--- config.mk ---
export PLATFORM = sky130hd
export DESIGN_NAME = sdh_ctrl
export DESIGN_NICKNAME = d
export VERILOG_FILES = /design/src/rtl/sdh_pkg.sv /design/src/rtl/sdh_ctrl.sv
export SDC_FILE = /design/constraint.sdc
export NUM_CORES = 1
export LEC_CHECK = 0
export ABC_AREA = 1
export ABC_CLOCK_PERIOD_IN_PS = 1500
export BUFFER_PORTS_ARGS = -buffer_cell sky130_fd_sc_hd__buf_2
export CORE_AREA = 2 2 39 41
export CTS_CLUSTER_DIAMETER = 150
export DETAILED_ROUTE_END_ITERATION = 10
export DIE_AREA = 0 0 41 43
export PLACE_DENSITY = 0.7
export SLEW_MARGIN = 20
export SYNTH_ARGS = -nofsm -noshare
export SYNTH_HDL_FRONTEND = slang
export SYNTH_SLANG_ARGS = --single-unit
--- constraint.sdc ---
create_clock -name i_clk -period 1.5 [get_ports i_clk]
set_clock_uncertainty 0.15 [all_clocks]
set_input_delay 0.075 -clock i_clk [delete_from_list [all_inputs] [get_ports i_clk]]
set_output_delay 0.075 -clock i_clk [all_outputs]
set_load 0.1 [all_outputs]
--- src/rtl/sdh_pkg.sv ---
`default_nettype none
package sdh_pkg;
    localparam int unsigned HistoryDepth = 512;
    localparam int unsigned AddrW = $clog2(HistoryDepth);
    localparam int unsigned CountW = $clog2(HistoryDepth + 1);
    localparam int unsigned EntryW = 96;
    localparam logic [15:0] DedupReset = 16'd150;
    localparam logic [16:0] PrimaryReset = 17'h1FFFF;
    localparam logic [7:0] MeterReset = 8'd1;

    localparam logic [1:0] RegDedup = 2'd0;
    localparam logic [1:0] RegPrimary = 2'd1;
    localparam logic [1:0] RegMeter = 2'd2;

    localparam logic [1:0] StInserted = 2'd0;
    localparam logic [1:0] StDuplicate = 2'd1;
    localparam logic [1:0] StTooOld = 2'd2;

    typedef struct packed {
        logic [7:0] kind;
        logic [15:0] source;
        logic [15:0] trend;
        logic [15:0] glucose;
        logic [39:0] stamp;
    } t_entry;

    typedef enum logic [3:0] {
        S_IDLE, S_DUP_RD, S_DUP_CHK, S_OLD_CHK, S_SH_RD, S_SH_CHK,
        S_PUT, S_CUR_RD, S_CUR_CHK, S_OUT
    } t_state;

    typedef struct packed {
        logic load;
        logic rd;
        logic rd_prev;
        logic wr_shift;
        logic wr_new;
        logic set_idx_zero;
        logic set_idx_last;
        logic idx_inc;
        logic idx_dec;
        logic count_inc;
        logic set_status;
        logic [1:0] status;
        logic cur_hit;
        logic cur_none;
    } t_cmd;

    typedef struct packed {
        logic idx_end;
        logic idx_zero;
        logic dup_hit;
        logic full;
        logic too_old;
        logic shift_more;
        logic cur_match;
    } t_stat;
endpackage
`default_nettype wire

--- src/rtl/sdh_ctrl.sv ---
`default_nettype none
module sdh_ctrl (
    input  wire logic          i_clk,
    input  wire logic          i_rst_n,
    input  wire logic          i_in_valid,
    output logic               o_in_ready,
    output logic               o_out_valid,
    input  wire logic          i_out_ready,
    input  wire sdh_pkg::t_stat i_stat,
    output sdh_pkg::t_cmd      o_cmd
);
    import sdh_pkg::*;

    t_state r_state, n_state;
    logic r_valid, n_valid;

    always_ff @(posedge i_clk) begin
        if (!i_rst_n) begin
            r_state <= S_IDLE;
            r_valid <= 1'b0;
        end else begin
            r_state <= n_state;
            r_valid <= n_valid;
        end
    end

    assign o_in_ready = (r_state == S_IDLE) && !r_valid;
    assign o_out_valid = r_valid;

    always_comb begin
        n_state = r_state;
        n_valid = r_valid && !i_out_ready;
        o_cmd = '0;
        unique case (r_state)
            S_IDLE: begin
                if (i_in_valid && o_in_ready) begin
                    o_cmd.load = 1'b1;
                    o_cmd.set_idx_zero = 1'b1;
                    n_state = S_DUP_RD;
                end
            end
            S_DUP_RD: begin
                if (i_stat.idx_end) begin
                    n_state = S_OLD_CHK;
                end else begin
                    o_cmd.rd = 1'b1;
                    n_state = S_DUP_CHK;
                end
            end
            S_DUP_CHK: begin
                if (i_stat.dup_hit) begin
                    o_cmd.set_status = 1'b1;
                    o_cmd.status = StDuplicate;
                    o_cmd.set_idx_zero = 1'b1;
                    n_state = S_CUR_RD;
                end else begin
                    o_cmd.idx_inc = 1'b1;
                    n_state = S_DUP_RD;
                end
            end
            S_OLD_CHK: begin
                if (i_stat.too_old) begin
                    o_cmd.set_status = 1'b1;
                    o_cmd.status = StTooOld;
                    o_cmd.set_idx_zero = 1'b1;
                    n_state = S_CUR_RD;
                end else begin
                    o_cmd.set_status = 1'b1;
                    o_cmd.status = StInserted;
                    o_cmd.count_inc = !i_stat.full;
                    o_cmd.set_idx_last = 1'b1;
                    n_state = S_SH_RD;
                end
            end
            S_SH_RD: begin
                if (i_stat.idx_zero) begin
                    n_state = S_PUT;
                end else begin
                    o_cmd.rd = 1'b1;
                    o_cmd.rd_prev = 1'b1;
                    n_state = S_SH_CHK;
                end
            end
            S_SH_CHK: begin
                if (i_stat.shift_more) begin
                    o_cmd.wr_shift = 1'b1;
                    o_cmd.idx_dec = 1'b1;
                    n_state = S_SH_RD;
                end else begin
                    n_state = S_PUT;
                end
            end
            S_PUT: begin
                o_cmd.wr_new = 1'b1;
                o_cmd.set_idx_zero = 1'b1;
                n_state = S_CUR_RD;
            end
            S_CUR_RD: begin
                if (i_stat.idx_end) begin
                    o_cmd.cur_none = 1'b1;
                    n_state = S_OUT;
                end else begin
                    o_cmd.rd = 1'b1;
                    n_state = S_CUR_CHK;
                end
            end
            S_CUR_CHK: begin
                if (i_stat.cur_match) begin
                    o_cmd.cur_hit = 1'b1;
                    n_state = S_OUT;
                end else begin
                    o_cmd.idx_inc = 1'b1;
                    n_state = S_CUR_RD;
                end
            end
            S_OUT: begin
                n_valid = 1'b1;
                n_state = S_IDLE;
            end
            default: n_state = S_IDLE;
        endcase
    end
endmodule
`default_nettype wire

==> results of run 1 <==
## synthesized netlist by cell type
cell type | number | area, µm²
nor3_1 | 3 | 15.0
buf_4 | 1 | 7.51
nand2_1 | 21 | 78.8
inv_1 | 18 | 67.6
dfxtp_1 | 5 | 100
a21oi_1 | 4 | 20.0
nor4_1 | 1 | 6.26
o21ai_0 | 3 | 15.0
o31ai_1 | 1 | 7.51
o211ai_1 | 1 | 7.51
nand3_1 | 6 | 30.0
nor2_1 | 15 | 56.3
nand4_1 | 1 | 6.26
nor2_2 | 1 | 6.26
o21a_1 | 1 | 7.51
## final cells by class
type | count | area share (%)
multi-input cells | 58 | 36.2
inverters | 18 | 7.82
flip-flops and latches | 5 | 9.64
clock buffers | 4 | 2.13
repair buffers | 44 | 42.5
well taps | 16 | 1.62
## layer usage
| metal | wire [µm] | up-vias | share of wire, % | GRT usage, % |
|---|---|---|---|---|
| met3 | 87 | 2 | 4.3 | 6.28 |
| met4 | 13 | 0 | 0.65 | 6.67 |
| met2 | 1130 | 26 | 56 | 38.4 |
| met5 | 0 | - | 0 | 0 |
| met1 | 781 | 344 | 39 | 27.6 |
| li1 | - | 352 | - | - |
## worst min-delay path, cell delays in order
cell and delay, ns:
buf_2 0.11, inv_1 0.05, o211ai_1 0.09, nand2_1 0.10, a21oi_2 0.03
## state kept, by name, summed over array words and instances (netlist names)
| name | count |
|---|---|
| r_state | 4 |
| o_out_valid | 1 |
## logic make-up (layout without fill, tap and decap cells)
| group | after synthesis | count (layout) |
|---|---|---|
| compound gates | 10 | 10 |
| buf+inv | 19 | 66 |
| flops | 5 | 5 |
| simple gates | 48 | 48 |
## repair_timing
| item | 4_1_cts | 5_1_grt |
|---|---|---|
| pin swaps | 3 | 5 |
| endpoints found under the hold margin | 3 | 0 |
| buffers inserted | 3 | 9 |
| hold buffers | 2 | 0 |
| gates cloned | 0 | 0 |
| gates resized for setup | 29 | 12 |
| endpoints found under the setup margin | 13 | 16 |
## worst min path at each step
stage	start	endpoint	cells after the start
floorplan	i_rst_n	r_state[3]	1
global placement	i_rst_n	r_state[3]	2
detailed placement	i_rst_n	r_state[3]	2
CTS	i_in_valid	r_state[0]	5
global route	i_in_valid	r_state[0]	5
finish	i_in_valid	r_state[0]	5
## cell usage in the layout, fill, tap and decap left out, types with 4 or more instances in the layout
cell type,count
buf_12,17
buf_2,11
buf_4,13
dfxtp_4,5
inv_1,8
nand2_1,12
nand2_2,4
nand2_4,4
nor2_1,6
nor2_2,6
nor2_4,4
## power by group
| group | switching (W) | internal (W) |
|---|---|---|
| sequential | 0.0000852 | 0.000183 |
| combinational | 0.00132 | 0.000794 |
| clock | 0.0000544 | 0.000101 |
## through the flow
stage	power (W)	cells	cell area, µm²
6_report	0.00254	145	1230
4_1_cts	0.00232	137	1120
5_1_grt	0.00264	145	1230
3_5_place_dp	0.00201	128	961
2_1_floorplan	0.00138	82	543
3_3_place_gp	0.00200	128	961
==> results.yml, run 1 <==
clocking:
  cts_buffers: 3
  cts_max_level: 1
  cts_buffer_depth: 2
  insertion_delay_ns: 0.24
  cts_tree: "built"
  cts_sinks: 5
  clk_pin_slew_ns: 0.05
  clockRootBuffer: "clkbuf_4"
setup_path:
  startpoint: "r_state[3]"
  arrival_ns: 1.42
  worst_setup_path_start_kind: "register"
  cp_slowest_cell: "dfxtp_4"
  slowest_delay_ns: 0.37
  worst-path-stages: 6
  crit_end: "o_cmd[13]"
  r2r_setup_slack_ns: 0.04
  crit_fanout: 5
  worstReg2RegEnd: "r_state[1]"
  critPathCaptureType: "output pin"
  crit_buf_inv: 2
  path_class: "reg2out"
  r2r_cells: 7
  cp_cell_sequence: "inv_6 > nand2_4 > nor3_4 > nor2_2 > o21ai_4 > buf_12"
  r2r-start: "r_state[2]"
  cp.required_ns: 1.27
  cp_top_family: "flip-flops"
logic_synthesis:
  ys_ff_latch: 5
  synth-compound-area-share_pct: 13.3
  yosys.area_share.simple_pct: 46.1
  synth.distinct_cells: 15
  synth-xor-area-share_pct: 0
  yosysWarningCount: 0
  synthAdderAreaFrac_pct: 0
  synth_top_family_by_area: "simple AND/OR/NAND/NOR gates"
  syn_area_per_cell_um2: 5.26
  muxShareOfSynthArea_pct: 0
  synthCells: 82
  synth_area_um2: 432
  yosysSeqAreaShare_pct: 23.2
  syn_nets: 93
placed_design:
  place_hpwl_um: 1290
  globalplace.congestion: 0.894
  pre_cts_slack_ns: -0.0237
  port_buffers: 27
layout:
  areaGrowthSynthToFinish_pct: 186
  diodes: 0
  n_fill_cell: 67
  multi_input_area_um2: 447
  seq_area_um2: 119
  nets: 141
  final_core_util_pct: 89.1
  drive_gt1_share_pct: 69.0
global_route:
  antenna_found_initial: 0
  grt_max_degree: 8
  grt_pass1_wl_um: 2790
  globalRouteTotalUtil_pct: 23.2
  overflow: 0
  grt_pass1_vias: 669
pwr:
  ir_drop_uv: 1740
  power_density_nw_per_um2: 2060
  leakage_nw: 0.560
sta:
  min_period_over_period_pct: 109
  rsz0062_at_grt: "yes"
  worst_pin_slew_ns: 0.483
  slew_headroom_pct: 68.0
  setup_viol: 10
  fmax_mhz: 609
  tns_ns: -0.629
  min_period_ns: 1.64
  hold_viol_final: 0
  final_max_slew_viol_count: 0
  final.setup.worst_slack_ns: -0.142
  whs_ns: 0.110
min_path:
  hold_class: "in2reg"
detailed_routing:
  drt_pass1_iterations: 4
  postRouteAntennaNets: 0
  post_drt_via_cell_ratio: 4.99
  totalWireLength_um: 2010
  via_count: 724
  first_iter_violations: 19
  drc: 0
  wl_per_cell_um: 13.9
flow_run:
  maxCapViolCount: 0
run_status:
  violations: "negative setup slack"
  status: "complete, but fails checks"
floorplan:
  die_h_um: 43
  initial_core_util_pct: 31.2
  core_um2: 1380
  ios: 28
  die_w_um: 41
  die_area_um2: 1760
  fp-row-count: 14
(Power assumes the default switching activity.)
==> run 2, diff against run 1 <==
Settings changed: ABC_CLOCK_PERIOD_IN_PS 1500 to 2000.
Clock period 1.5 ns to 2 ns, I/O delays scaled along.
==> run 2 against run 1 <==
The run now ends clean. Non-clock buffer count decreased by 14. First-iteration DRC count grew 32%. Sequential cell count unchanged. Sequential power is 35% lower. Register-to-register slack improved by 0.58 ns. Setup slack better by 0.30 ns. Via count down 16%. Total power down 49%. Global-route usage down 4.6 points. Combinational power decreased by 52%. Critical path depth unchanged. Count of clock-buffer cells in the layout did not move. Largest cell class is now multi-input gates. Highest routed layer is now met3.
==> results.yml, run 2 (same netlist as run 1, synthesis figures left out) <==
setup_path:
  critPathCaptureType: "output pin"
  slowest_delay_ns: 0.33
  path_class: "reg2out"
  worst_setup_path_start_kind: "register"
  cp_cell_sequence: "inv_1 > nand2_1 > nor2_1 > nor2_1 > o21ai_2 > buf_4"
  crit_buf_inv: 2
  cp_slowest_cell: "dfxtp_1"
  crit_fanout: 5
  cpMostUsedCell: "nor2_1"
  cp_top_family: "simple AND/OR/NAND/NOR gates"
  cp.required_ns: 1.75
  arrival_ns: 1.60
pwr:
  ir_drop_uv: 1080
  leakage_nw: 0.451
  total_power_w: 0.00130
  power_density_nw_per_um2: 1830
placed_design:
  place_hpwl_um: 1130
  globalplace.congestion: 0.833
  pre_cts_slack_ns: 0.303
  place_inst: 125
  port_buffers: 27
detailed_routing:
  via_count: 611
  wl_per_cell_um: 10.4
  post_drt_via_cell_ratio: 4.66
  drt_pass1_iterations: 3
  first_iter_violations: 25
  totalWireLength_um: 1370
  postRouteAntennaNets: 0
  drc: 0
floorplan:
  ios: 28
  die_w_um: 41
  initial_core_util_pct: 31.2
  fp-row-count: 14
  die_area_um2: 1760
  die_h_um: 43
  core_um2: 1380
global_route:
  antenna_found_initial: 0
  grt_pass1_wl_um: 2220
  globalRouteTotalUtil_pct: 18.6
  grt_pass1_vias: 559
  overflow: 0
  grt_max_degree: 8
sta:
  rsz0062_at_grt: "no"
  final.setup.worst_slack_ns: 0.153
  fmax_mhz: 541
  final_max_slew_viol_count: 0
  setup_viol: 0
  min_period_ns: 1.85
  whs_ns: 0.0729
  slew_headroom_pct: 67.1
  worst_pin_slew_ns: 0.497
  min_period_over_period_pct: 92.4
  hold_viol_final: 0
clocking:
  cts_buffers: 3
  clockRootBuffer: "clkbuf_4"
  cts_sinks: 5
  cts_max_level: 1
  clk_pin_slew_ns: 0.05
  cts_tree: "built"
  insertion_delay_ns: 0.25
  post_cts_buffers: 0
  cts_buffer_depth: 2
layout:
  largest_reg_flops: 4
  final_core_util_pct: 51.5
  final_common_cell: "buf_2"
  final_cells: 131
  drive_gt1_share_pct: 39.1
  layout_common_cells: "buf_2 (24), nand2_1 (20), inv_1 (16), nor2_1 (13), nand3_1 (6)"
  largest-register: "r_state"
  areaGrowthSynthToFinish_pct: 65.2
  nets: 127
  diodes: 0
flow_run:
  maxCapViolCount: 0
min_path:
  hold_class: "in2reg"
run_status:
  status: "finished, final reports clean"
[run 2: per-stage QoR]
step                instance area [µm²]  setup TNS, ns
global route                        713              0
CTS                                 706              0
floorplan                           504          -1.15
finish                              713              0
detailed placement                  659              0
global placement                    659              0
[run 2: power breakdown]
group / internal [W] / switching, W / leakage (nW) / total [W]
clock: 0.0000756 / 0.0000442 / 0.0150 / 0.000120
sequential: 0.000132 / 0.0000446 / 0.0426 / 0.000176
combinational: 0.000202 / 0.000805 / 0.393 / 0.00101
[run 2: area by class of cell]
type / count / area, µm²
fill: 150 / 671
multi-input combinational: 58 / 315
timing repair buffer: 30 / 170
sequential: 5 / 109
inverter: 18 / 72.6
clock buffer: 4 / 26.3
tap: 16 / 20.0
[run 2: what timing repair did]
| action | 4_1_cts | 5_1_grt |
|---|---|---|
| endpoints found under the hold margin | 2 | 0 |
| resized for setup | 0 | 4 |
| endpoints found under the setup margin | 0 | 3 |
| hold buffers | 2 | 0 |
[run 2: final timing paths]
| kind | start | to | slack [ns] | cells past startpoint |
|---|---|---|---|---|
| setup / recovery | r_state[3] | o_cmd[13] | 0.15 | 6 |
| setup reg to reg | r_state[3] | r_state[0] | 0.62 | 7 |
| hold / removal | i_in_valid | r_state[0] | 0.07 | 5 |
| hold reg to reg | o_out_valid | o_out_valid | 0.37 | 2 |
[run 2: worst reg2reg max path: stages, from the launching register on]
cell and delay, ns:
dfxtp_1 0.33, inv_1 0.09, nand2_1 0.15, nor2_1 0.25, nand2_1 0.11, nand2_1 0.08
nor2_1 0.04, a21oi_1 0.11
[run 2: per-layer routing]
layer,wire length [µm],GRT usage (%),part of all wire [%]
met1,606,21.3,44
met2,671,28.7,49
met3,90,8.38,6.6
met4,0,7.33,0
met5,0,0,0
==> run 3, diff against run 2 <==
Settings changed: PLACE_DENSITY 0.7 to default, PLACE_DENSITY_LB_ADDON from default to 0.25.
==> run 3 against run 2 <==
First-iteration DRC count grew 20%. Utilization is the same. Cell count is the same. Critical path depth is the same. Critical endpoint is now o_cmd[0]. Highest routed layer is now met4.
==> results.yml, run 3 (same netlist as run 1, synthesis figures left out) <==
run_status:
  status: "finished, final reports clean"
clocking:
  insertion_delay_ns: 0.24
  clockRootBuffer: "clkbuf_4"
  cts_buffer_depth: 2
  cts_max_level: 1
  post_cts_buffers: 0
  cts_tree: "built"
  cts_sinks: 5
  clk_pin_slew_ns: 0.04
  cts_buffers: 3
layout:
  nets: 127
  multi_input_area_um2: 315
  diodes: 0
  final_common_cell: "buf_2"
  largest_reg_flops: 4
  final_cells: 131
  drive_gt1_share_pct: 39.1
  largest-register: "r_state"
  areaGrowthSynthToFinish_pct: 65.2
  layout_common_cells: "buf_2 (24), nand2_1 (20), inv_1 (16), nor2_1 (13)"
  n_fill_cell: 152
  seq_area_um2: 109
  final_core_util_pct: 51.5
pwr:
  pwr-share-comb_pct: 77.8
  total_power_w: 0.00130
  intPower_w: 0.000414
  swShare_pct: 68.0
  leakage_nw: 0.451
  seq_power_share_pct: 13.6
  power_density_nw_per_um2: 1820
  ir_drop_uv: 982
  p_switching_w: 0.000882
  clock_power_share_pct: 8.6
detailed_routing:
  wl_per_cell_um: 9.80
  totalWireLength_um: 1280
  via_count: 609
  drc: 0
  postRouteAntennaNets: 0
  post_drt_via_cell_ratio: 4.65
  drt_pass1_iterations: 4
  first_iter_violations: 30
sta:
  min_period_ns: 1.89
  final_max_slew_viol_count: 0
  whs_ns: 0.0933
  slew_headroom_pct: 67.3
  setup_viol: 0
  fmax_mhz: 530
  tns_ns: 0
  worst_pin_slew_ns: 0.494
  hold_viol_final: 0
  rsz0062_at_grt: "no"
  min_period_over_period_pct: 94.3
setup_path:
  crit_buf_inv: 3
  r2r_cells: 7
  crit_end: "o_cmd[0]"
  worst-path-stages: 6
  path_class: "reg2out"
  cp_cell_sequence: "inv_1 > nand2_1 > nor2_1 > nand2_1 > inv_1 > buf_2"
  arrival_ns: 1.64
  cp_slowest_cell: "buf_2"
  cp_top_family: "buffers and inverters"
  r2r_setup_slack_ns: 0.60
  worstReg2RegEnd: "r_state[0]"
  slowest_delay_ns: 0.41
  cp.required_ns: 1.75
  r2r-start: "r_state[3]"
  startpoint: "r_state[3]"
  crit_fanout: 5
  critPathCaptureType: "output pin"
  worst_setup_path_start_kind: "register"
placed_design:
  place_inst: 125
  port_buffers: 27
  globalplace.congestion: 0.818
  place_hpwl_um: 1080
floorplan:
  die_area_um2: 1760
  die_h_um: 43
  fp-row-count: 14
  core_um2: 1380
  ios: 28
  die_w_um: 41
  initial_core_util_pct: 31.2
global_route:
  grt_pass1_wl_um: 2170
  grt_pass1_vias: 570
  globalRouteTotalUtil_pct: 17.3
  overflow: 0
  grt_max_degree: 8
  antenna_found_initial: 0
min_path:
  hold_class: "in2reg"
flow_run:
  maxCapViolCount: 0
run 3: changes by cell type in the layout (fill, tap and decap cells not counted), sizes merged:
cell	previous run	this run
clkbuf	6	7
buf	26	25
run 3: per-stage QoR:
step / area, µm² / setup slack (ns)
6_report: 713 / 0.114
5_1_grt: 713 / 0.0186
4_1_cts: 706 / 0.0539
3_5_place_dp: 659 / 0.316
3_3_place_gp: 659 / 0.332
2_1_floorplan: 504 / -0.446
run 3: repair_timing:
item | 4_1_cts | 5_1_grt
setup endpoints to repair | 0 | 3
gates resized for setup | 0 | 3
endpoints found under the hold margin | 2 | 0
hold buffers | 2 | 0
run 3: layout make-up:
cell class	count	share of cell area, %
Multi-Input combinational cell	58	44.2
Timing Repair Buffer	30	23.9
Tap cell	16	2.81
Clock buffer	4	3.68
Sequential cell	5	15.3
Inverter	18	10.2
run 3: worst min path at each step:
stage                    start    endpoint  slack (ns)  cells after the start
floorplan              i_rst_n  r_state[3]        0.07                      1
global placement       i_rst_n  r_state[3]        0.16                      2
detailed placement     i_rst_n  r_state[3]        0.19                      2
CTS                 i_in_valid  r_state[0]        0.09                      5
global route         i_stat[0]  r_state[3]        0.16                      4
finish              i_in_valid  r_state[0]        0.09                      5
run 3: worst reg2reg max path: stages, from the launching register on:
cell and delay, ns:
dfxtp_1 0.34, inv_1 0.10, nand2_1 0.16, nor2_1 0.23, nand2_1 0.10, nand2_1 0.07
nor2_1 0.04, a21oi_1 0.13
run 3: layer usage:
metal / vias up / global-route usage, % / share of wire, %
met2: 22 / 25.9 / 50
met3: 2 / 4.19 / 5.7
met1: 264 / 23.1 / 43
met5: - / 0 / 0
met4: 0 / 6.67 / 1.1
li1: 321 / - / -
run 3: power by group through the flow:
stage,registers [W],logic [W],clock network (W)
detailed placement,0.000177,0.000992,0
floorplan,0.000171,0.000841,0
finish,0.000177,0.00101,0.000111
CTS,0.000175,0.000998,0.000114
global placement,0.000178,0.000992,0
global route,0.000180,0.00107,0.000119
